$ cat src/oifr_pkg.sv
// Package for the optical index frame receiver.
// Holds frame geometry constants, codes and the classifier result type.
// No dependencies; imported by every module of the block.
package oifr_pkg;

  // Frame geometry.
  localparam int SHORT_TAIL_BITS = 16;
  localparam int LONG_DATA_BITS  = 32;
  localparam int HDR_BITS        = 7;
  localparam int LONG_SKIP_BITS  = 6;

  localparam int SHORT_WORD_BITS = HDR_BITS + SHORT_TAIL_BITS;
  localparam int SKIP_END        = HDR_BITS + LONG_SKIP_BITS;
  localparam int LONG_END        = SKIP_END + LONG_DATA_BITS;
  localparam int CNT_W           = $clog2(LONG_END + 1);

  localparam logic [HDR_BITS-1:0] LONG_HDR = HDR_BITS'(7'h61);

  localparam logic [31:0] SHORT_MASK = 32'((64'd1 << SHORT_WORD_BITS) - 64'd1);
  localparam logic [31:0] LONG_MASK  = 32'((64'd1 << LONG_DATA_BITS) - 64'd1);

  // Short word bit positions.
  localparam int PRESENT_BIT = 22;
  localparam int NOCODE_BIT  = 21;
  localparam int IDX_W       = 18;
  localparam int GROUP_LSB   = 18;

  // Register and field widths.
  localparam int CODE_W      = 23;
  localparam int TIMER_W     = 16;
  localparam int INDEX_OUT_W = 16;
  localparam int CFG_WDATA_W = 23;
  localparam int CFG_IDX_W   = 3;

  typedef enum logic [CFG_IDX_W-1:0] {
    CFG_POWER_DOWN_CODE   = 3'd0,
    CFG_SYSTEM_RESET_CODE = 3'd1,
    CFG_DONT_CARE_INDEX   = 3'd2,
    CFG_MISSING_MIN       = 3'd3,
    CFG_MISSING_MAX       = 3'd4,
    CFG_HOLD_MS           = 3'd5,
    CFG_RELEASE_MS        = 3'd6
  } cfg_idx_t;

  typedef enum logic [1:0] {
    FUNC_START = 2'd0,
    FUNC_BIT   = 2'd1,
    FUNC_TICK  = 2'd2
  } func_t;

  typedef enum logic [2:0] {
    ST_VALID      = 3'd0,
    ST_NO_INDEX   = 3'd1,
    ST_IGNORED    = 3'd2,
    ST_POWER_DOWN = 3'd3,
    ST_SYS_RESET  = 3'd4,
    ST_TIMEOUT    = 3'd5
  } status_t;

  // Decision for a completed frame.
  typedef struct packed {
    status_t status;
    logic    take_index;   // valid index: pen on, timer reload
    logic    release_pen;  // pen off, pen leave set
    logic    power_down;   // timer stopped, index cleared
  } cls_t;

endpackage

$ cat src/oifr_classify.sv
// Classification of a completed frame word for the optical index frame receiver.
// Pure combinational decode against the configured codes and index range.
// Depends on oifr_pkg.
module oifr_classify (
  input  logic [31:0]                    word,
  input  logic                           long_frame,
  input  logic [oifr_pkg::CODE_W-1:0]    power_down_code,
  input  logic [oifr_pkg::CODE_W-1:0]    system_reset_code,
  input  logic [oifr_pkg::IDX_W-1:0]     dont_care_index,
  input  logic [oifr_pkg::IDX_W-1:0]     missing_min,
  input  logic [oifr_pkg::IDX_W-1:0]     missing_max,
  output oifr_pkg::cls_t                 cls
);
  import oifr_pkg::*;

  logic [IDX_W-1:0] idx;
  logic             is_sys_reset;
  logic             is_power_down;
  logic             no_code;
  logic             in_missing;

  assign idx           = word[IDX_W-1:0];
  assign is_sys_reset  = (word == 32'(system_reset_code));
  assign is_power_down = (word == 32'(power_down_code));
  assign no_code       = !word[PRESENT_BIT] || word[NOCODE_BIT];
  // An empty range (min above max) never matches.
  assign in_missing    = (idx >= missing_min) && (idx <= missing_max);

  always_comb begin
    cls = '{status: ST_VALID, take_index: 1'b1, release_pen: 1'b0, power_down: 1'b0};
    if (long_frame) begin
      cls = '{status: ST_VALID, take_index: 1'b1, release_pen: 1'b0, power_down: 1'b0};
    end else if (is_sys_reset) begin
      cls = '{status: ST_SYS_RESET, take_index: 1'b0, release_pen: 1'b0, power_down: 1'b0};
    end else if (is_power_down) begin
      cls = '{status: ST_POWER_DOWN, take_index: 1'b0, release_pen: 1'b1, power_down: 1'b1};
    end else if (no_code) begin
      cls = '{status: ST_NO_INDEX, take_index: 1'b0, release_pen: 1'b1, power_down: 1'b0};
    end else if (idx == dont_care_index) begin
      cls = '{status: ST_IGNORED, take_index: 1'b0, release_pen: 1'b0, power_down: 1'b0};
    end else if (in_missing) begin
      cls = '{status: ST_NO_INDEX, take_index: 1'b0, release_pen: 1'b1, power_down: 1'b0};
    end
  end

endmodule

$ cat src/optical_index_frame_receiver.sv
// Top level of the optical index frame receiver.
// Holds the frame shifter, pen state, hold timer and result register.
// Depends on oifr_pkg and oifr_classify.
//
// Usage:
//   The input channel carries one event per beat: a frame start, one sampled
//   data line bit, or a one millisecond tick. Events are applied to the frame
//   and pen state in the cycle they are accepted, so one beat per cycle is
//   sustained while not stalled. A beat that completes a frame, or a tick
//   that ends the hold time, produces one result beat; all other beats
//   produce none. The result appears on the output channel in the cycle
//   after the input beat is accepted and stays until the receiver takes it.
//   The single output register sets throughput: input stall is raised only
//   while a result is waiting and the output is stalled. When the output is
//   free or being taken in the same cycle, a new input beat is accepted.
//   Configuration writes take effect on the next clock edge and should be
//   made while no frame is in progress.
//   A synchronous reset (rst_n low) clears the frame, the timer (inactive),
//   pen_on, index and ready flag, sets pen_leave, loads the default hold and
//   release times and empties the output register.
module optical_index_frame_receiver (
  input  logic                                clk,
  input  logic                                rst_n,
  input  logic                                in_valid,
  output logic                                in_stall,
  input  logic [1:0]                          in_func,
  input  logic                                in_sdio_bit,
  input  logic                                in_flag_enable,
  output logic                                out_valid,
  input  logic                                out_stall,
  output logic [2:0]                          out_status,
  output logic                                out_long_format,
  output logic [31:0]                         out_raw_word,
  output logic [15:0]                         out_index_value,
  output logic [1:0]                          out_code_group,
  output logic                                out_pen_on,
  output logic                                out_pen_leave,
  output logic                                out_index_ready,
  input  logic                                cfg_wr_en,
  input  logic [oifr_pkg::CFG_IDX_W-1:0]      cfg_index,
  input  logic [oifr_pkg::CFG_WDATA_W-1:0]    cfg_wdata
);
  import oifr_pkg::*;

  // Configuration.
  logic [CODE_W-1:0]  power_down_code_r;
  logic [CODE_W-1:0]  system_reset_code_r;
  logic [IDX_W-1:0]   dont_care_index_r;
  logic [IDX_W-1:0]   missing_min_r;
  logic [IDX_W-1:0]   missing_max_r;
  logic [TIMER_W-1:0] hold_ms_r;
  logic [TIMER_W-1:0] release_ms_r;

  // Frame and pen state.
  logic [HDR_BITS-1:0]    header_r, header_nxt;
  logic [31:0]            data_r, data_nxt;
  logic [CNT_W-1:0]       count_r, count_nxt;
  logic                   long_r, long_nxt;
  logic                   active_r, active_nxt;
  logic [TIMER_W-1:0]     timer_r, timer_nxt;
  logic                   pen_on_r, pen_on_nxt;
  logic                   pen_leave_r, pen_leave_nxt;
  logic [INDEX_OUT_W-1:0] index_r, index_nxt;
  logic                   ready_r, ready_nxt;

  // Result register.
  logic                   out_valid_r, out_valid_nxt;
  status_t                out_status_r;
  logic                   out_long_r;
  logic [31:0]            out_raw_r;
  logic [INDEX_OUT_W-1:0] out_index_r;
  logic [1:0]             out_group_r;
  logic                   out_pen_on_r;
  logic                   out_pen_leave_r;
  logic                   out_ready_r;

  // Per-beat working signals.
  logic                   in_accept;
  logic                   res_valid;
  status_t                res_status;
  logic [31:0]            res_raw;
  logic [1:0]             res_group;
  logic                   finish;
  logic [CNT_W-1:0]       count_inc;
  logic [HDR_BITS-1:0]    header_shift;
  logic [TIMER_W-1:0]     timer_dec;
  cls_t                   cls;

  assign in_stall  = out_valid_r && out_stall;
  assign in_accept = in_valid && !in_stall;

  assign count_inc    = count_r + CNT_W'(1);
  assign header_shift = {header_r[HDR_BITS-2:0], in_sdio_bit};
  assign timer_dec    = timer_r - TIMER_W'(1);

  oifr_classify u_classify (
    .word              (data_nxt),
    .long_frame        (long_r),
    .power_down_code   (power_down_code_r),
    .system_reset_code (system_reset_code_r),
    .dont_care_index   (dont_care_index_r),
    .missing_min       (missing_min_r),
    .missing_max       (missing_max_r),
    .cls               (cls)
  );

  always_comb begin
    header_nxt    = header_r;
    data_nxt      = data_r;
    count_nxt     = count_r;
    long_nxt      = long_r;
    active_nxt    = active_r;
    timer_nxt     = timer_r;
    pen_on_nxt    = pen_on_r;
    pen_leave_nxt = pen_leave_r;
    index_nxt     = index_r;
    ready_nxt     = ready_r;
    res_valid     = 1'b0;
    res_status    = ST_VALID;
    res_raw       = '0;
    res_group     = '0;
    finish        = 1'b0;

    if (in_accept) begin
      case (func_t'(in_func))
        FUNC_START: begin
          header_nxt = '0;
          data_nxt   = '0;
          count_nxt  = '0;
          long_nxt   = 1'b0;
          active_nxt = 1'b1;
        end
        FUNC_TICK: begin
          if (timer_r != '0) begin
            timer_nxt = timer_dec;
            if (timer_dec == '0) begin
              timer_nxt     = release_ms_r;
              pen_on_nxt    = 1'b0;
              pen_leave_nxt = 1'b1;
              res_valid     = 1'b1;
              res_status    = ST_TIMEOUT;
            end
          end
        end
        FUNC_BIT: begin
          if (active_r) begin
            count_nxt = count_inc;
            if (count_r < CNT_W'(HDR_BITS)) begin
              header_nxt = header_shift;
              if (count_inc == CNT_W'(HDR_BITS)) begin
                if (header_shift == LONG_HDR) begin
                  long_nxt = 1'b1;
                end else begin
                  data_nxt = 32'(header_shift);
                end
              end
            end else if (!long_r) begin
              data_nxt = {data_r[30:0], in_sdio_bit} & SHORT_MASK;
              finish   = (count_inc >= CNT_W'(SHORT_WORD_BITS));
            end else if (count_r >= CNT_W'(SKIP_END)) begin
              // Past the discarded header bits of a long frame.
              data_nxt = {data_r[30:0], in_sdio_bit} & LONG_MASK;
              finish   = (count_inc >= CNT_W'(LONG_END));
            end
          end
        end
        default: begin
        end
      endcase
    end

    if (finish) begin
      active_nxt = 1'b0;
      res_valid  = 1'b1;
      res_status = cls.status;
      res_raw    = data_nxt;
      res_group  = long_r ? 2'b00 : data_nxt[GROUP_LSB+1:GROUP_LSB];
      if (cls.take_index) begin
        pen_on_nxt = 1'b1;
        timer_nxt  = hold_ms_r;
        index_nxt  = data_nxt[INDEX_OUT_W-1:0];
        if (in_flag_enable) begin
          ready_nxt = 1'b1;
        end
      end
      if (cls.release_pen) begin
        pen_on_nxt    = 1'b0;
        pen_leave_nxt = 1'b1;
      end
      if (cls.power_down) begin
        timer_nxt = '0;
        index_nxt = '0;
      end
    end

    if (res_valid) begin
      out_valid_nxt = 1'b1;
    end else if (!out_stall) begin
      out_valid_nxt = 1'b0;
    end else begin
      out_valid_nxt = out_valid_r;
    end
  end

  always_ff @(posedge clk) begin
    if (!rst_n) begin
      power_down_code_r   <= '0;
      system_reset_code_r <= '0;
      dont_care_index_r   <= '0;
      missing_min_r       <= '0;
      missing_max_r       <= '0;
      hold_ms_r           <= TIMER_W'(1000);
      release_ms_r        <= TIMER_W'(100);
    end else if (cfg_wr_en) begin
      case (cfg_idx_t'(cfg_index))
        CFG_POWER_DOWN_CODE:   power_down_code_r   <= cfg_wdata[CODE_W-1:0];
        CFG_SYSTEM_RESET_CODE: system_reset_code_r <= cfg_wdata[CODE_W-1:0];
        CFG_DONT_CARE_INDEX:   dont_care_index_r   <= cfg_wdata[IDX_W-1:0];
        CFG_MISSING_MIN:       missing_min_r       <= cfg_wdata[IDX_W-1:0];
        CFG_MISSING_MAX:       missing_max_r       <= cfg_wdata[IDX_W-1:0];
        CFG_HOLD_MS:           hold_ms_r           <= cfg_wdata[TIMER_W-1:0];
        CFG_RELEASE_MS:        release_ms_r        <= cfg_wdata[TIMER_W-1:0];
        default: begin
        end
      endcase
    end
  end

  always_ff @(posedge clk) begin
    if (!rst_n) begin
      header_r    <= '0;
      data_r      <= '0;
      count_r     <= '0;
      long_r      <= 1'b0;
      active_r    <= 1'b0;
      timer_r     <= '0;
      pen_on_r    <= 1'b0;
      pen_leave_r <= 1'b1;
      index_r     <= '0;
      ready_r     <= 1'b0;
      out_valid_r <= 1'b0;
    end else begin
      header_r    <= header_nxt;
      data_r      <= data_nxt;
      count_r     <= count_nxt;
      long_r      <= long_nxt;
      active_r    <= active_nxt;
      timer_r     <= timer_nxt;
      pen_on_r    <= pen_on_nxt;
      pen_leave_r <= pen_leave_nxt;
      index_r     <= index_nxt;
      ready_r     <= ready_nxt;
      out_valid_r <= out_valid_nxt;
    end
  end

  // Result payload loads only with a new result.
  always_ff @(posedge clk) begin
    if (res_valid) begin
      out_status_r    <= res_status;
      out_long_r      <= long_nxt;
      out_raw_r       <= res_raw;
      out_index_r     <= index_nxt;
      out_group_r     <= res_group;
      out_pen_on_r    <= pen_on_nxt;
      out_pen_leave_r <= pen_leave_nxt;
      out_ready_r     <= ready_nxt;
    end
  end

  assign out_valid       = out_valid_r;
  assign out_status      = out_status_r;
  assign out_long_format = out_long_r;
  assign out_raw_word    = out_raw_r;
  assign out_index_value = out_index_r;
  assign out_code_group  = out_group_r;
  assign out_pen_on      = out_pen_on_r;
  assign out_pen_leave   = out_pen_leave_r;
  assign out_index_ready = out_ready_r;

endmodule

$ cat config.mk
export PLATFORM = sky130hd
export DESIGN_NAME = optical_index_frame_receiver
export DESIGN_NICKNAME = d
export VERILOG_FILES = /design/src/oifr_pkg.sv /design/src/oifr_classify.sv /design/src/optical_index_frame_receiver.sv
export SDC_FILE = /design/constraint.sdc
export NUM_CORES = 1
export LEC_CHECK = 0
export BUFFER_PORTS_ARGS = -buffer_cell sky130_fd_sc_hd__clkbuf_2
export CAP_MARGIN = 0
export CORE_AREA = 3 3 174 159
export DETAILED_ROUTE_END_ITERATION = 12
export DIE_AREA = 0 0 177 162
export PLACE_DENSITY = 0.73
export RECOVER_POWER = 100
export SYNTH_ARGS = -nofsm -noshare
export SYNTH_HDL_FRONTEND = slang
export SYNTH_SLANG_ARGS = --single-unit
export TNS_END_PERCENT = 5
$ cat constraint.sdc
create_clock -name clk -period 8.9 [get_ports clk]
set_input_delay 0.445 -clock clk [delete_from_list [all_inputs] [get_ports clk]]
set_output_delay 0.445 -clock clk [all_outputs]
set_load 0.01 [all_outputs]
## Yosys cells after proc, flatten, opt, wreduce, memory -nomap -nowiden

Cells that the tools add are included.

| word-level totals | value |
|---|---|
| bits in writable memories | 0 |
| memory bits (read-only) | 0 |
| register bits | 271 |
| latch bits | 0 |
| memories | 0 |
| input bits | 35 |

| cells by class | value |
|---|---|
| eq/ne operators | 16 |
| shifts and indexed selects | 0 |
| div/mod/pow operators | 0 |
| $lt $le $gt $ge | 6 |
| reductions and logical operators | 23 |
| add/subtract/negate cells | 2 |
| $mul | 0 |
| mux-type cells | 69 |
| bitwise gates (word level) | 2 |

Operators by type and width:

| cell | count |
|---|---|
| $mux W32 | 7 |
| $mux W16 | 10 |
| $eq A32 B23 Y1 | 2 |
| $pmux W32 S2 | 1 |
| $mux W6 | 8 |
| $mux W1 | 34 |
| $pmux W6 S2 | 2 |
| $eq A18 B18 Y1 | 1 |
| $ge A18 B18 Y1 | 1 |
| $le A18 B18 Y1 | 1 |
| $logic_not A16 Y1 | 1 |
| $reduce_and A2 Y1 | 8 |
| $reduce_bool A16 Y1 | 1 |
| $sub A16 B1 Y16 const B | 1 |
| $mux W3 | 5 |
| $eq A3 B3 Y1 const B | 3 |
| $eq A7 B7 Y1 const B | 1 |
| $add A6 B1 Y6 const B | 1 |
| $eq A3 B2 Y1 const B | 2 |
| $eq A6 B3 Y1 const B | 1 |
| $ge A6 B4 Y1 const B | 1 |
| $ge A6 B5 Y1 const B | 1 |
| $ge A6 B6 Y1 const B | 1 |
| $lt A6 B3 Y1 const B | 1 |
| other kinds (17) | 23 |

## Longest topological paths before layout

Gate-level depths: netlist of the first run.

| logic depth | value |
|---|---|
| depth in word-level cells | 18 |
| mapped depth | 24 |

## Cells and area by module

Synthesis of the first run repeated with hierarchy kept, for this count alone.

| second synthesis, totals | value |
|---|---|
| cell total of the unflattened synthesis | 1538 |
| area total of the unflattened synthesis | 12979.9 um^2 |

By module, submodules not included:

| module | times used | area an instance (um^2) | cells each |
|---|---|---|---|
| optical_index_frame_receiver | 1 | 11273.3 | 1314 |
| oifr_classify | 1 | 1706.6 | 224 |

## Least setup slack after synthesis of the first run

No wires, ideal clock.

| timing path | value |
|---|---|
| path type | register to register |
| start point | register count_r[0] |
| end point | register out_index_r[14], in the netlist out_index_value[14] (data pin) |
| clock period less this slack | 5307 ps |
| arrival time | 5032 ps |
| library setup time | 274 ps |
| cell stages (with the launch flop) | 24 |
| slack | 3593 ps |
| required time | 8626 ps |
| cells stage by stage | dfxtp_1 -> ha_1 -> buf_2 -> a2111oi_4 -> nor3_1 -> clkbuf_1 -> clkbuf_1 -> a31o_2 -> a22oi_1 -> o21a_1 -> clkbuf_1 -> inv_1 -> ha_1 -> a21o_1 -> a211oi_1 -> o21ai_0 -> a221o_1 -> a221oi_1 -> a211o_1 -> a21boi_0 -> o31a_1 -> o211ai_2 -> clkbuf_1 -> o22ai_1 |

| between the ends | value |
|---|---|
| cells in the longest elaborated chain, start to end | 18 |
| elaborated cells on any way between the ends | 36 |
| those cells by class | add/sub (1); order compare (6); eq/ne (4); mux (22); reduce/logical (3) |

RTL lines:

| what | line | RTL |
|---|---|---|
| from (decl) | optical_index_frame_receiver.sv:57 | `logic [CNT_W-1:0] count_r, count_nxt;` |
| from (signal assigned) | optical_index_frame_receiver.sv:245 | `count_r <= count_nxt;` |
| $add A6 B1 Y6 or $ge A6 B4 Y1 (tied branches) | optical_index_frame_receiver.sv:92, optical_index_frame_receiver.sv:160 |  |
| $eq A6 B3 Y1 or $mux W32 (tied branches) | optical_index_frame_receiver.sv:150, optical_index_frame_receiver.sv:160 |  |
| $mux W32, on equally long branches | optical_index_frame_receiver.sv:150, optical_index_frame_receiver.sv:157 |  |
| $mux W32 (*) | optical_index_frame_receiver.sv:148 | `if (count_r < CNT_W'(HDR_BITS)) begin` |
| $mux W32 (*) | optical_index_frame_receiver.sv:146 | `if (active_r) begin` |
| $pmux W32 S2 (*) | optical_index_frame_receiver.sv:125 | `case (func_t'(in_func))` |
| $mux W32 (*) | optical_index_frame_receiver.sv:124 | `if (in_accept) begin` |
| via data_nxt[4] | optical_index_frame_receiver.sv:56 | `logic [31:0] data_r, data_nxt;` |
| [4 not listed] | -- |  |
| $mux W6 | oifr_classify.sv:37 | `end else if (no_code) begin` |
| $mux W6 | oifr_classify.sv:35 | `end else if (is_power_down) begin` |
| $mux W6 (*) | oifr_classify.sv:33 | `end else if (is_sys_reset) begin` |
| $mux W6 (*) | oifr_classify.sv:31 | `if (long_frame) begin` |
| $mux W16 | optical_index_frame_receiver.sv:178 | `if (cls.take_index) begin` |
| $mux W16 (*) | optical_index_frame_receiver.sv:190 | `if (cls.power_down) begin` |
| $mux W16 (*) | optical_index_frame_receiver.sv:172 | `if (finish) begin` |
| via index_nxt[14] | optical_index_frame_receiver.sv:63 | `logic [INDEX_OUT_W-1:0] index_r, index_nxt;` |
| to (signal assigned) | optical_index_frame_receiver.sv:263 | `out_index_r <= index_nxt;` |
| to (decl) | optical_index_frame_receiver.sv:71 | `logic [INDEX_OUT_W-1:0] out_index_r;` |

Mark *: on every way through the listed nets, which the timed path passes. The rest lies on a longest branch.
A chain may end at the register's enable or synchronous reset.

## Worst setup path after layout of the first run

| timing path | value |
|---|---|
| start point | register count_r[0] |
| end point | register out_index_r[0], in the netlist out_index_value[0] (data pin) |

Same word-level chain as after synthesis.

==> results of run 1 <==
==> cell families after synthesis <==
logic type	share of synthesized area, %
flip-flops	42.00
XOR/XNOR	1.963
multiplexers	0.9465
adder cells (fa/ha/maj)	3.769
buffers and inverters	5.504
AND/OR/NAND/NOR	22.64
AO/OA/AOI/OAI	23.18
==> worst max path at each step <==
stage | to | slack, ns | cells past startpoint
after floorplan | out_index_value[14] | 3.59 | 23
after global placement | out_index_value[14] | 2.60 | 18
after CTS | out_index_value[0] | 2.33 | 18
after detailed placement | out_index_value[7] | 2.44 | 18
final | out_index_value[0] | 1.34 | 21
after global routing | out_index_value[0] | 0.97 | 21
==> sequential cells by signal, summed over array words and instances, names as in the netlist, 18 cells and up <==
signal / flops
system_reset_code_r: 23
out_raw_word: 32
power_down_code_r: 23
missing_max_r: 18
dont_care_index_r: 18
missing_min_r: 18
data_r: 32
==> layer usage <==
metal | GRT usage (%) | up-vias
li1 | - | 6436
met1 | 50.09 | 6559
met2 | 46.78 | 775
met3 | 6.685 | 107
met4 | 10.25 | 0
met5 | 0 | -
==> worst max-delay path, stage by stage, from the launching register on <==
cell and delay [ns]:
sky130_fd_sc_hd__dfxtp_1 0.49, sky130_fd_sc_hd__ha_1 0.41, sky130_fd_sc_hd__a2111oi_0 0.20, sky130_fd_sc_hd__nor3_1 1.35, sky130_fd_sc_hd__a21oi_1 0.35, sky130_fd_sc_hd__o21ai_0 0.17, sky130_fd_sc_hd__clkbuf_1 0.74, sky130_fd_sc_hd__a21oi_1 0.30
sky130_fd_sc_hd__inv_1 0.27, sky130_fd_sc_hd__ha_1 0.30, sky130_fd_sc_hd__a21o_1 0.16, sky130_fd_sc_hd__a21o_1 0.17, sky130_fd_sc_hd__a21oi_1 0.13, sky130_fd_sc_hd__o21ai_0 0.09, sky130_fd_sc_hd__a221o_1 0.34, sky130_fd_sc_hd__a221oi_1 0.25
sky130_fd_sc_hd__a211o_1 0.18, sky130_fd_sc_hd__a21boi_0 0.18, sky130_fd_sc_hd__o31a_1 0.24, sky130_fd_sc_hd__o21ai_0 0.17, sky130_fd_sc_hd__clkbuf_1 0.50, sky130_fd_sc_hd__o22ai_1 0.24
==> placed cells by master (no fill, tap or decap), drive strengths merged, types with 7 or more instances in the layout <==
| cell | synthesis | layout |
|---|---|---|
| nand2 | 375 | 375 |
| dfxtp | 214 | 214 |
| a21oi | 191 | 191 |
| clkbuf | 87 | 137 |
| nor2 | 115 | 115 |
| inv | 100 | 103 |
| nand3 | 63 | 63 |
| edfxtp | 57 | 57 |
| o21ai | 56 | 56 |
| ha | 43 | 43 |
| o22ai | 37 | 37 |
| nor3 | 32 | 32 |
| a211oi | 26 | 26 |
| buf | 15 | 24 |
| xnor2 | 21 | 21 |
| o32ai | 20 | 20 |
| nand2b | 20 | 20 |
| a22oi | 19 | 19 |
| o211ai | 19 | 19 |
| nor2b | 15 | 15 |
| nand4 | 15 | 15 |
| a21o | 15 | 15 |
| o31ai | 13 | 13 |
| or3 | 12 | 12 |
| nor4 | 12 | 12 |
| and3 | 11 | 11 |
| xor2 | 11 | 11 |
| a31oi | 11 | 11 |
| mux2i | 9 | 9 |
| and4 | 8 | 8 |
| o2111ai | 8 | 8 |
| and2 | 8 | 8 |
| a2111oi | 7 | 7 |
| clkinv | 2 | 7 |
==> area by class of cell <==
class                           count  area, um^2  share of cell area [%]
Multi-Input combinational cell   1301        7490                   47.04
Sequential cell                   271        5996                   37.66
Clock buffer                       37       817.0                   5.132
Timing Repair Buffer              124       596.8                   3.749
Tap cell                          348       435.4                   2.735
Inverter                          102       384.1                   2.413
Clock inverter                     16       201.4                   1.265
==> stage by stage <==
step / cells / area, um^2 / utilization, %
global placement: 2146 / 15050 / 57.88
finish: 2199 / 15920 / 61.24
floorplan: 1776 / 14280 / -
global route: 2199 / 15920 / 61.24
CTS: 2199 / 16070 / 61.80
detailed placement: 2146 / 15050 / 57.88
==> power by group <==
part	leakage, uW	switching [uW]	total [uW]	internal, uW
clock network	0.000494	514	1280	767
logic	0.00302	313	494	181
registers	0.00216	54.6	1340	1290
==> flow_summary_export.csv, run 1 <==
group,metric,value,unit
detailed_routing,vias,13880,
min_path,holdCritPathClass,"input port to flop",
clock_network,cts_tree,"yes",
sta,slew_headroom,-190.7,%
worst_setup_path,rr_startpoint,"count_r[0]",
sta,setup_viol_count_final,0,
min_path,min_path_cells,3,
sta,final.period_utilization,84.89,%
power_and_ir_drop,peakVddDrop,0.0001369,V
detailed_routing,avgRoutedWirePerCell,22.04,um
final_layout,fillers,2400,
die,rows,56,
yosys,synth_top_area_share,30.01,%
worst_setup_path,crit-reg2reg-capture,"out_index_value[0]",
worst_setup_path,reg2regPathDepth,21,
yosys,syn_nets,1854,
global_route,grt.overflow.total,0,
global_route,grt_max_degree,97,
yosys,synth_cell_type_count,86,
yosys,synthesis.yosys.warnings,0,
clock_network,cts.sink_count,271,
sta,hold_slack,0.1174,ns
clock_network,cts-htree-levels,1,
clock_network,cts-root-buf,"sky130_fd_sc_hd__clkbuf_16",
sta,final-hold-violation-count,0,
detailed_routing,vias_per_cell,6.311,
sta,final_critical_path_setup_slack,1.345,ns
yosys,synth_edf_count,57,
job,maxCapViolations,5,
clock_network,worstSkewPairLatency,0.56,ns
detailed_routing,drt_first_pass_iters,7,
worst_setup_path,crit_arrival,7.81,ns
detailed_routing,routedLengthMet1,21.47,mm
sta,grt_setup_unrepaired,"no",
clock_network,clock_path_buffers,3,
final_layout,insertedDiodeCount,0,
die,design.die.area,28670,um^2
detailed_routing,first_iter_violations,2011,
yosys,synth.yosys.seq_area_share,42.00,%
sta,clock.fmax,0.1324,GHz
status,status,"complete, but fails checks",
sta,clock_skew,0.01805,ns
clock_network,cts.hold.buffers_added,0,
die,initial_core_util,54.92,%
clock_network,cts_resized,0,
status,violations,"capacitance limit, slew limit",
power_and_ir_drop,design_power_total,3119,uW
worst_setup_path,ff2ff_setup_slack,1.34,ns
global_route,first_global_vias,12540,
place,global_placement_routability_congestion,1.027,
place,placement.io_buffers,93,
yosys,synth.ff_latch_count,271,
worst_setup_path,worst-endpoint-required,9.15,ns
worst_setup_path,timing.critical_path.fanout_max,15,
yosys,avgSynthCellArea,8.038,um^2
yosys,yosysMostFrequentCell,"sky130_fd_sc_hd__nand2_1",
sta,finalMaxSlewViolations,273,
die,die_height,162,um
die,placeableCoreArea,25990,um^2
detailed_routing,top_layer,"met4",
yosys,synthArstFlopShare,0,%
sta,timing.setup.tns,0,ns
yosys,syn_inst,1776,
detailed_routing,wl,48.47,mm
min_path,holdPathEnd,"system_reset_code_r[22]",
detailed_routing,detailroute.wirelength.met2,19.95,mm
die,io_pins,94,
sta,fin_crit,7.555,ns
place,dp.final_hpwl,34.27,mm
global_route,antenna_found_initial,0,
power_and_ir_drop,power_leakage,0.005670,uW
power_and_ir_drop,power.density_cell_area,195.9,nW/um^2
final_layout,area.growth.synth_to_final,11.52,%
yosys,dominantRegCellSynth,"sky130_fd_sc_hd__dfxtp_1",
clock_network,clk_pin_slew_worst_paths,0.07,ns
yosys,most_used_standard_cells_in_the_synthesized_netlist,"375 x sky130_fd_sc_hd__nand2_1, 214 x sky130_fd_sc_hd__dfxtp_1, 190 x sky130_fd_sc_hd__a21oi_1, 114 x sky130_fd_sc_hd__nor2_1, 100 x sky130_fd_sc_hd__inv_1",
clock_network,post-cts-setup-buffers,0,
place,preCtsSetupSlack,2.437,ns
worst_setup_path,critical_path_launch_point,"count_r[0]",
final_layout,design.final.nets,1907,
yosys,synth_area_leaders,"sky130_fd_sc_hd__dfxtp_1 30%, sky130_fd_sc_hd__edfxtp_1 12%, sky130_fd_sc_hd__nand2_1 9.9%",
detailed_routing,antenna_violating_nets_post_route,0,
min_path,worstHoldStart,"cfg_wdata[22]",
detailed_routing,drt_drc_violations_left,0,
detailed_routing,met3WireLength,5.360,mm
final_layout,final_layout_size_suffix_gt1_share,7.185,%
clock_network,numCtsBuffers,29,
global_route,grt_pass1_wl,73.97,mm
yosys,mappedNetlistArea,14280,um^2
yosys,synth_largest_area_cell,"sky130_fd_sc_hd__dfxtp_1",
worst_setup_path,critPathCaptureType,"flop",
sta,tightest_slew,4.360,ns
die,die-width,177,um
global_route,global_route.usage.total,32.94,%
worst_setup_path,timing.critical_path.from_type,"flop",
worst_setup_path,timing_worst_setup_path_type,"flop to flop",
No activity file was read; power rests on OpenSTA's default activity.
==> run 2, diff against run 1 <==
Clock period 8.9 ns to 7.7 ns, I/O delays scaled along.
==> run 2 against run 1 <==
  * The flow still finishes with violations (capacitance limit, slew limit)
  * Non-clock buffer count rose by 5
  * Clock power rose by 5%
  * Sequential cell count did not move
  * Core utilization fell by 0.096 points
  * Cell count rose by 0.14%
==> flow_summary_export.csv, run 2 (synthesis results as in run 1) <==
group,metric,value,unit
worst_setup_path,crit_arrival,7.18,ns
clock_network,worstSkewPairLatency,0.56,ns
sta,tightest_slew,3.253,ns
sta,fin_crit,6.918,ns
sta,timing.setup.tns,0,ns
detailed_routing,wl,47.64,mm
power_and_ir_drop,pwr-share-comb,16.2,%
clock_network,clock_path_buffers,3,
sta,slew_headroom,-118.1,%
worst_setup_path,ff2ff_setup_slack,0.78,ns
sta,final.period_utilization,89.84,%
detailed_routing,drt_drc_violations_left,0,
place,dp.final_hpwl,34.42,mm
global_route,global_route.usage.total,32.42,%
clock_network,cts-root-buf,"sky130_fd_sc_hd__clkbuf_16",
final_layout,register_area,5996,um^2
final_layout,insertedDiodeCount,0,
worst_setup_path,timing.critical_path.from_type,"flop",
sta,clock.fmax,0.1446,GHz
power_and_ir_drop,clk_pwr_share,38.9,%
global_route,first_global_vias,12390,
final_layout,multiInputGateArea,7512,um^2
final_layout,most-common-layout-cells,"375 x sky130_fd_sc_hd__nand2_1, 214 x sky130_fd_sc_hd__dfxtp_1, 190 x sky130_fd_sc_hd__a21oi_1, 113 x sky130_fd_sc_hd__nor2_1, 100 x sky130_fd_sc_hd__inv_1",
global_route,antenna_found_initial,0,
sta,final-hold-violation-count,0,
min_path,holdPathEnd,"power_down_code_r[18]",
detailed_routing,first_iter_violations,1684,
status,violations,"capacitance limit, slew limit",
worst_setup_path,cp_slowest_cell,"sky130_fd_sc_hd__o21ai_0",
clock_network,cts-htree-levels,1,
clock_network,cts.sink_count,271,
worst_setup_path,rr_startpoint,"count_r[0]",
power_and_ir_drop,power_switching,998.6,uW
min_path,holdCritPathClass,"input port to flop",
worst_setup_path,slowest_delay,1.01,ns
worst_setup_path,timing_worst_setup_path_type,"flop to flop",
place,preCtsSetupSlack,1.207,ns
detailed_routing,antenna_violating_nets_post_route,0,
power_and_ir_drop,peakVddDrop,0.0002056,V
place,global_placement_routability_congestion,1.004,
worst_setup_path,cp_bufs_invs,1,
die,design.die.area,28670,um^2
detailed_routing,vias,13870,
power_and_ir_drop,intPower,2465,uW
worst_setup_path,critPathCaptureType,"flop",
worst_setup_path,critical_path_launch_point,"count_r[0]",
detailed_routing,vias_per_cell,6.297,
clock_network,numCtsBuffers,28,
final_layout,postLayoutCoreUtil,61.15,%
clock_network,cts_resized,0,
die,io_pins,94,
clock_network,post-cts-setup-buffers,0,
sta,final_critical_path_setup_slack,0.7820,ns
global_route,grt_max_degree,96,
sta,hold_slack,0.07173,ns
detailed_routing,drt_first_pass_iters,6,
min_path,min_path_cells,3,
die,die_height,162,um
worst_setup_path,crit-reg2reg-capture,"out_index_value[14]",
power_and_ir_drop,power_leakage,0.005674,uW
power_and_ir_drop,pwr-share-seq,44.9,%
final_layout,final_layout_size_suffix_gt1_share,7.659,%
worst_setup_path,worst_path_dominant_cell_family,"compound AO/OA/AOI/OAI gates",
worst_setup_path,reg2regPathDepth,18,
power_and_ir_drop,design_power_total,3464,uW
clock_network,cts_tree,"yes",
job,maxCapViolations,5,
worst_setup_path,crit_chain,"ha_1, a2111o_1, nand3_1, o21ai_0, buf_4, a211oi_2, ha_1, nand2b_1, a21o_1, a21o_1, a21o_1, a21o_1, a21oi_1, o41ai_1, a21boi_0, o31ai_1, a211oi_4, o22ai_1",
worst_setup_path,timing.critical_path.fanout_max,16,
global_route,grt_pass1_wl,73.19,mm
die,rows,56,
die,initial_core_util,54.92,%
worst_setup_path,worst_path_most_repeated_cell,"sky130_fd_sc_hd__a21o_1",
global_route,grt.overflow.total,0,
die,die-width,177,um
place,placement.io_buffers,93,
sta,setup_viol_count_final,0,
power_and_ir_drop,power.switching_fraction,28.83,%
final_layout,area.growth.synth_to_final,11.34,%
status,status,"complete, but fails checks",
detailed_routing,avgRoutedWirePerCell,21.63,um
sta,clock_skew,0.01877,ns
final_layout,fillers,2406,
final_layout,design.final.nets,1911,
die,placeableCoreArea,25990,um^2
clock_network,cts.hold.buffers_added,0,
clock_network,clk_pin_slew_worst_paths,0.06,ns
final_layout,mostFrequentLayoutCell,"sky130_fd_sc_hd__nand2_1",
power_and_ir_drop,power.density_cell_area,217.9,nW/um^2
worst_setup_path,worst-endpoint-required,7.96,ns
sta,finalMaxSlewViolations,291,
sta,grt_setup_unrepaired,"no",
min_path,worstHoldStart,"cfg_wdata[18]",
run 2: cell count changes in the layout (fill, tap and decap cells not counted), sizes merged:
cell,previous run,this run
clkbuf,137,132
clkinv,7,11
clkinvlp,4,1
bufinv,4,2
buf,24,33
run 2: worst max path at each step:
stage	to	slack, ns	cells past startpoint
floorplan	out_index_value[14]	2.39	23
global placement	index_r[8]	1.37	22
detailed placement	index_r[4]	1.21	22
CTS	index_r[4]	1.15	22
global route	pen_leave_r	0.28	4
finish	out_index_value[14]	0.78	18
run 2: power by group through the flow:
| stage | Clock, uW | Combinational, uW | Sequential (uW) |
|---|---|---|---|
| after floorplan | 0 | 433 | 1560 |
| after global placement | 0 | 541 | 1580 |
| after detailed placement | 0 | 550 | 1580 |
| after CTS | 1360 | 553 | 1550 |
| after global routing | 1420 | 628 | 1560 |
| final | 1350 | 562 | 1560 |
run 2: layer usage:
metal	global-route usage [%]	routed length, um	up-vias
met1	48.71	20790	6549
met5	0	0	-
met2	47.99	20170	802
met4	7.390	1149	0
li1	-	-	6430
met3	6.639	5522	85
run 2: stage by stage:
| step | cell area (um^2) | std cells |
|---|---|---|
| global placement | 15080 | 2151 |
| global route | 15900 | 2202 |
| finish | 15900 | 2202 |
| floorplan | 14280 | 1776 |
| detailed placement | 15080 | 2151 |
| CTS | 16000 | 2202 |
run 2: area by class of cell:
cell class                      instances  area share [%]
Multi-Input combinational cell       1301           47.26
Clock buffer                           36           4.723
Clock inverter                         15           1.047
Tap cell                              348           2.739
Timing Repair Buffer                  129           4.093
Inverter                              102           2.417
Sequential cell                       271           37.72
run 2: worst min-delay path: cells and delay by family:
kind / cells / cell delay, ns
AND/OR/NAND/NOR: 1 / 0.05
AO/OA/AOI/OAI: 1 / 0.05
buffers and inverters: 1 / 0.09
==> run 3, diff against run 2 <==
Settings changed: CORE_AREA 3 3 174 159 to 3 3 217 198, CTS_BUF_LIST from default to sky130_fd_sc_hd__clkbuf_16, DIE_AREA 0 0 177 162 to 0 0 220 201, PLACE_DENSITY 0.73 to default.
==> run 3 against run 2 <==
  * Sequential power hardly changed
  * Sequential cell count stayed put
  * Die area is 54% higher
  * Critical path type unchanged
  * Via count is 1.1% lower
  * Hold slack worse by 0.022 ns
  * The run still ends with capacitance limit, slew limit left
  * First-iteration DRC count is 12% lower
  * Core utilization is 21 points lower
  * Cell area is 1.6% higher
==> flow_summary_export.csv, run 3 (synthesis results as in run 1) <==
group,metric,value,unit
status,status,"complete, but fails checks",
status,violations,"capacitance limit, slew limit",
detailed_routing,avgRoutedWirePerCell,21.67,um
sta,clock.fmax,0.1386,GHz
worst_setup_path,ff2ff_setup_slack,0.49,ns
power_and_ir_drop,peakVddDrop,0.0001833,V
sta,final-hold-violation-count,0,
worst_setup_path,timing_worst_setup_path_type,"flop to flop",
sta,setup_viol_count_final,0,
sta,tightest_slew,4.058,ns
global_route,grt_pass1_wl,77.76,mm
global_route,grt_max_degree,112,
clock_network,clk_pin_slew_worst_paths,0.06,ns
sta,clock_skew,0.03194,ns
power_and_ir_drop,power_leakage,0.005715,uW
detailed_routing,drt_first_pass_iters,7,
clock_network,cts_resized,0,
worst_setup_path,worst_setup_path_endpoint,"out_index_value[14]",
worst_setup_path,timing.critical_path.from_type,"flop",
sta,finalMaxSlewViolations,288,
detailed_routing,drt_drc_violations_left,0,
place,global_placement_routability_congestion,0.9785,
worst_setup_path,critical_path_launch_point,"count_r[0]",
final_layout,mostFrequentLayoutCell,"sky130_fd_sc_hd__nand2_1",
detailed_routing,wl,51.98,mm
global_route,grt.overflow.total,0,
sta,final.period_utilization,93.67,%
final_layout,area.growth.synth_to_final,13.08,%
min_path,holdCritPathClass,"input port to flop",
global_route,global_route.usage.total,22.79,%
die,placeableCoreArea,40640,um^2
worst_setup_path,reg2regPathDepth,18,
die,die-width,220,um
worst_setup_path,timing.critical_path.fanout_max,17,
final_layout,most-common-layout-cells,"375 x sky130_fd_sc_hd__nand2_1, 214 x sky130_fd_sc_hd__dfxtp_1, 190 x sky130_fd_sc_hd__a21oi_1, 114 x sky130_fd_sc_hd__nor2_1, 111 x sky130_fd_sc_hd__inv_1",
sta,grt_setup_unrepaired,"no",
clock_network,numCtsBuffers,30,
clock_network,worstSkewPairLatency,0.60,ns
die,die_height,201,um
detailed_routing,first_iter_violations,1485,
clock_network,cts.hold.buffers_added,0,
place,placement.io_buffers,93,
power_and_ir_drop,design_power_total,3506,uW
clock_network,cts_tree,"yes",
die,io_pins,94,
detailed_routing,vias,13710,
die,rows,70,
place,dp.final_hpwl,37.68,mm
worst_setup_path,rr_startpoint,"count_r[0]",
clock_network,cts-htree-levels,1,
job,maxCapViolations,4,
die,design.die.area,44220,um^2
final_layout,design.final.nets,1913,
detailed_routing,vias_per_cell,5.716,
final_layout,insertedDiodeCount,0,
worst_setup_path,critPathCaptureType,"flop",
detailed_routing,antenna_violating_nets_post_route,0,
die,initial_core_util,35.13,%
clock_network,cts.sink_count,271,
global_route,first_global_vias,12530,
sta,hold_slack,0.04980,ns
worst_setup_path,crit_arrival,7.51,ns
worst_setup_path,crit-reg2reg-capture,"out_index_value[14]",
power_and_ir_drop,power.density_cell_area,217.2,nW/um^2
clock_network,post-cts-setup-buffers,0,
sta,slew_headroom,-172.0,%
worst_setup_path,worst-endpoint-required,8.00,ns
sta,timing.setup.tns,0,ns
clock_network,cts-root-buf,"sky130_fd_sc_hd__clkbuf_16",
global_route,antenna_found_initial,1,
clock_network,clock_path_buffers,3,
final_layout,final_layout_size_suffix_gt1_share,7.423,%
sta,fin_crit,7.213,ns
==> run 3: through the flow <==
step	setup WS, ns	util, %	instances	instance area [um^2]
final	0.4871	39.73	2399	16140
after detailed placement	0.9890	37.73	2343	15330
after floorplan	2.393	-	1776	14280
after global placement	1.140	37.73	2343	15330
after global routing	0.2135	39.73	2399	16140
after CTS	0.9223	40.05	2399	16270
==> run 3: where the power goes <==
group	internal (uW)	switching [uW]
sequential	1490	63.2
clock	775	605
combinational	209	363
==> run 3: final cells by class <==
cell class | instances | area (um^2)
Sequential cell | 271 | 5996
Fill cell | 4242 | 24490
Timing Repair Buffer | 129 | 645.6
Multi-Input combinational cell | 1301 | 7501
Clock buffer | 30 | 750.7
Inverter | 102 | 384.1
Tap cell | 540 | 675.6
Clock inverter | 26 | 191.4
==> run 3: layer usage <==
layer | vias to the layer above | GRT usage [%] | share of wire [%]
met5 | - | 0 | 0
met4 | 0 | 5.679 | 2.7
met3 | 83 | 6.069 | 9.6
met2 | 579 | 32.44 | 41
met1 | 6601 | 33.97 | 47
li1 | 6450 | - | -
==> run 3: critical path, stage by stage, from the launching register on <==
cell                        delay, ns
sky130_fd_sc_hd__dfxtp_1         0.38
sky130_fd_sc_hd__ha_1            0.37
sky130_fd_sc_hd__a2111oi_4       1.04
sky130_fd_sc_hd__nor3_2          0.35
sky130_fd_sc_hd__clkbuf_1        0.40
sky130_fd_sc_hd__and3_1          0.31
sky130_fd_sc_hd__a211oi_2        0.65
sky130_fd_sc_hd__ha_1            0.36
sky130_fd_sc_hd__nand2b_1        0.14
sky130_fd_sc_hd__a21o_1          0.17
sky130_fd_sc_hd__a21o_1          0.17
sky130_fd_sc_hd__a21o_1          0.18
sky130_fd_sc_hd__a21o_1          0.17
sky130_fd_sc_hd__a21oi_1         0.21
sky130_fd_sc_hd__o41ai_1         0.15
sky130_fd_sc_hd__a21boi_0        0.45
sky130_fd_sc_hd__o31ai_1         0.27
sky130_fd_sc_hd__a211oi_2        0.93
sky130_fd_sc_hd__o22ai_1         0.20
==> run 3: worst min-delay path by stage <==
stage             startpoint                 endpoint  slack [ns]  cells past startpoint
3_3_place_gp     pen_leave_r              pen_leave_r        0.43                      1
2_1_floorplan    pen_leave_r              pen_leave_r        0.41                      1
5_1_grt        cfg_wdata[18]  system_reset_code_r[18]        0.05                      3
6_report       cfg_wdata[18]    power_down_code_r[18]        0.05                      3
4_1_cts        cfg_wdata[18]  system_reset_code_r[18]        0.04                      3
3_5_place_dp     pen_leave_r              pen_leave_r        0.43                      1
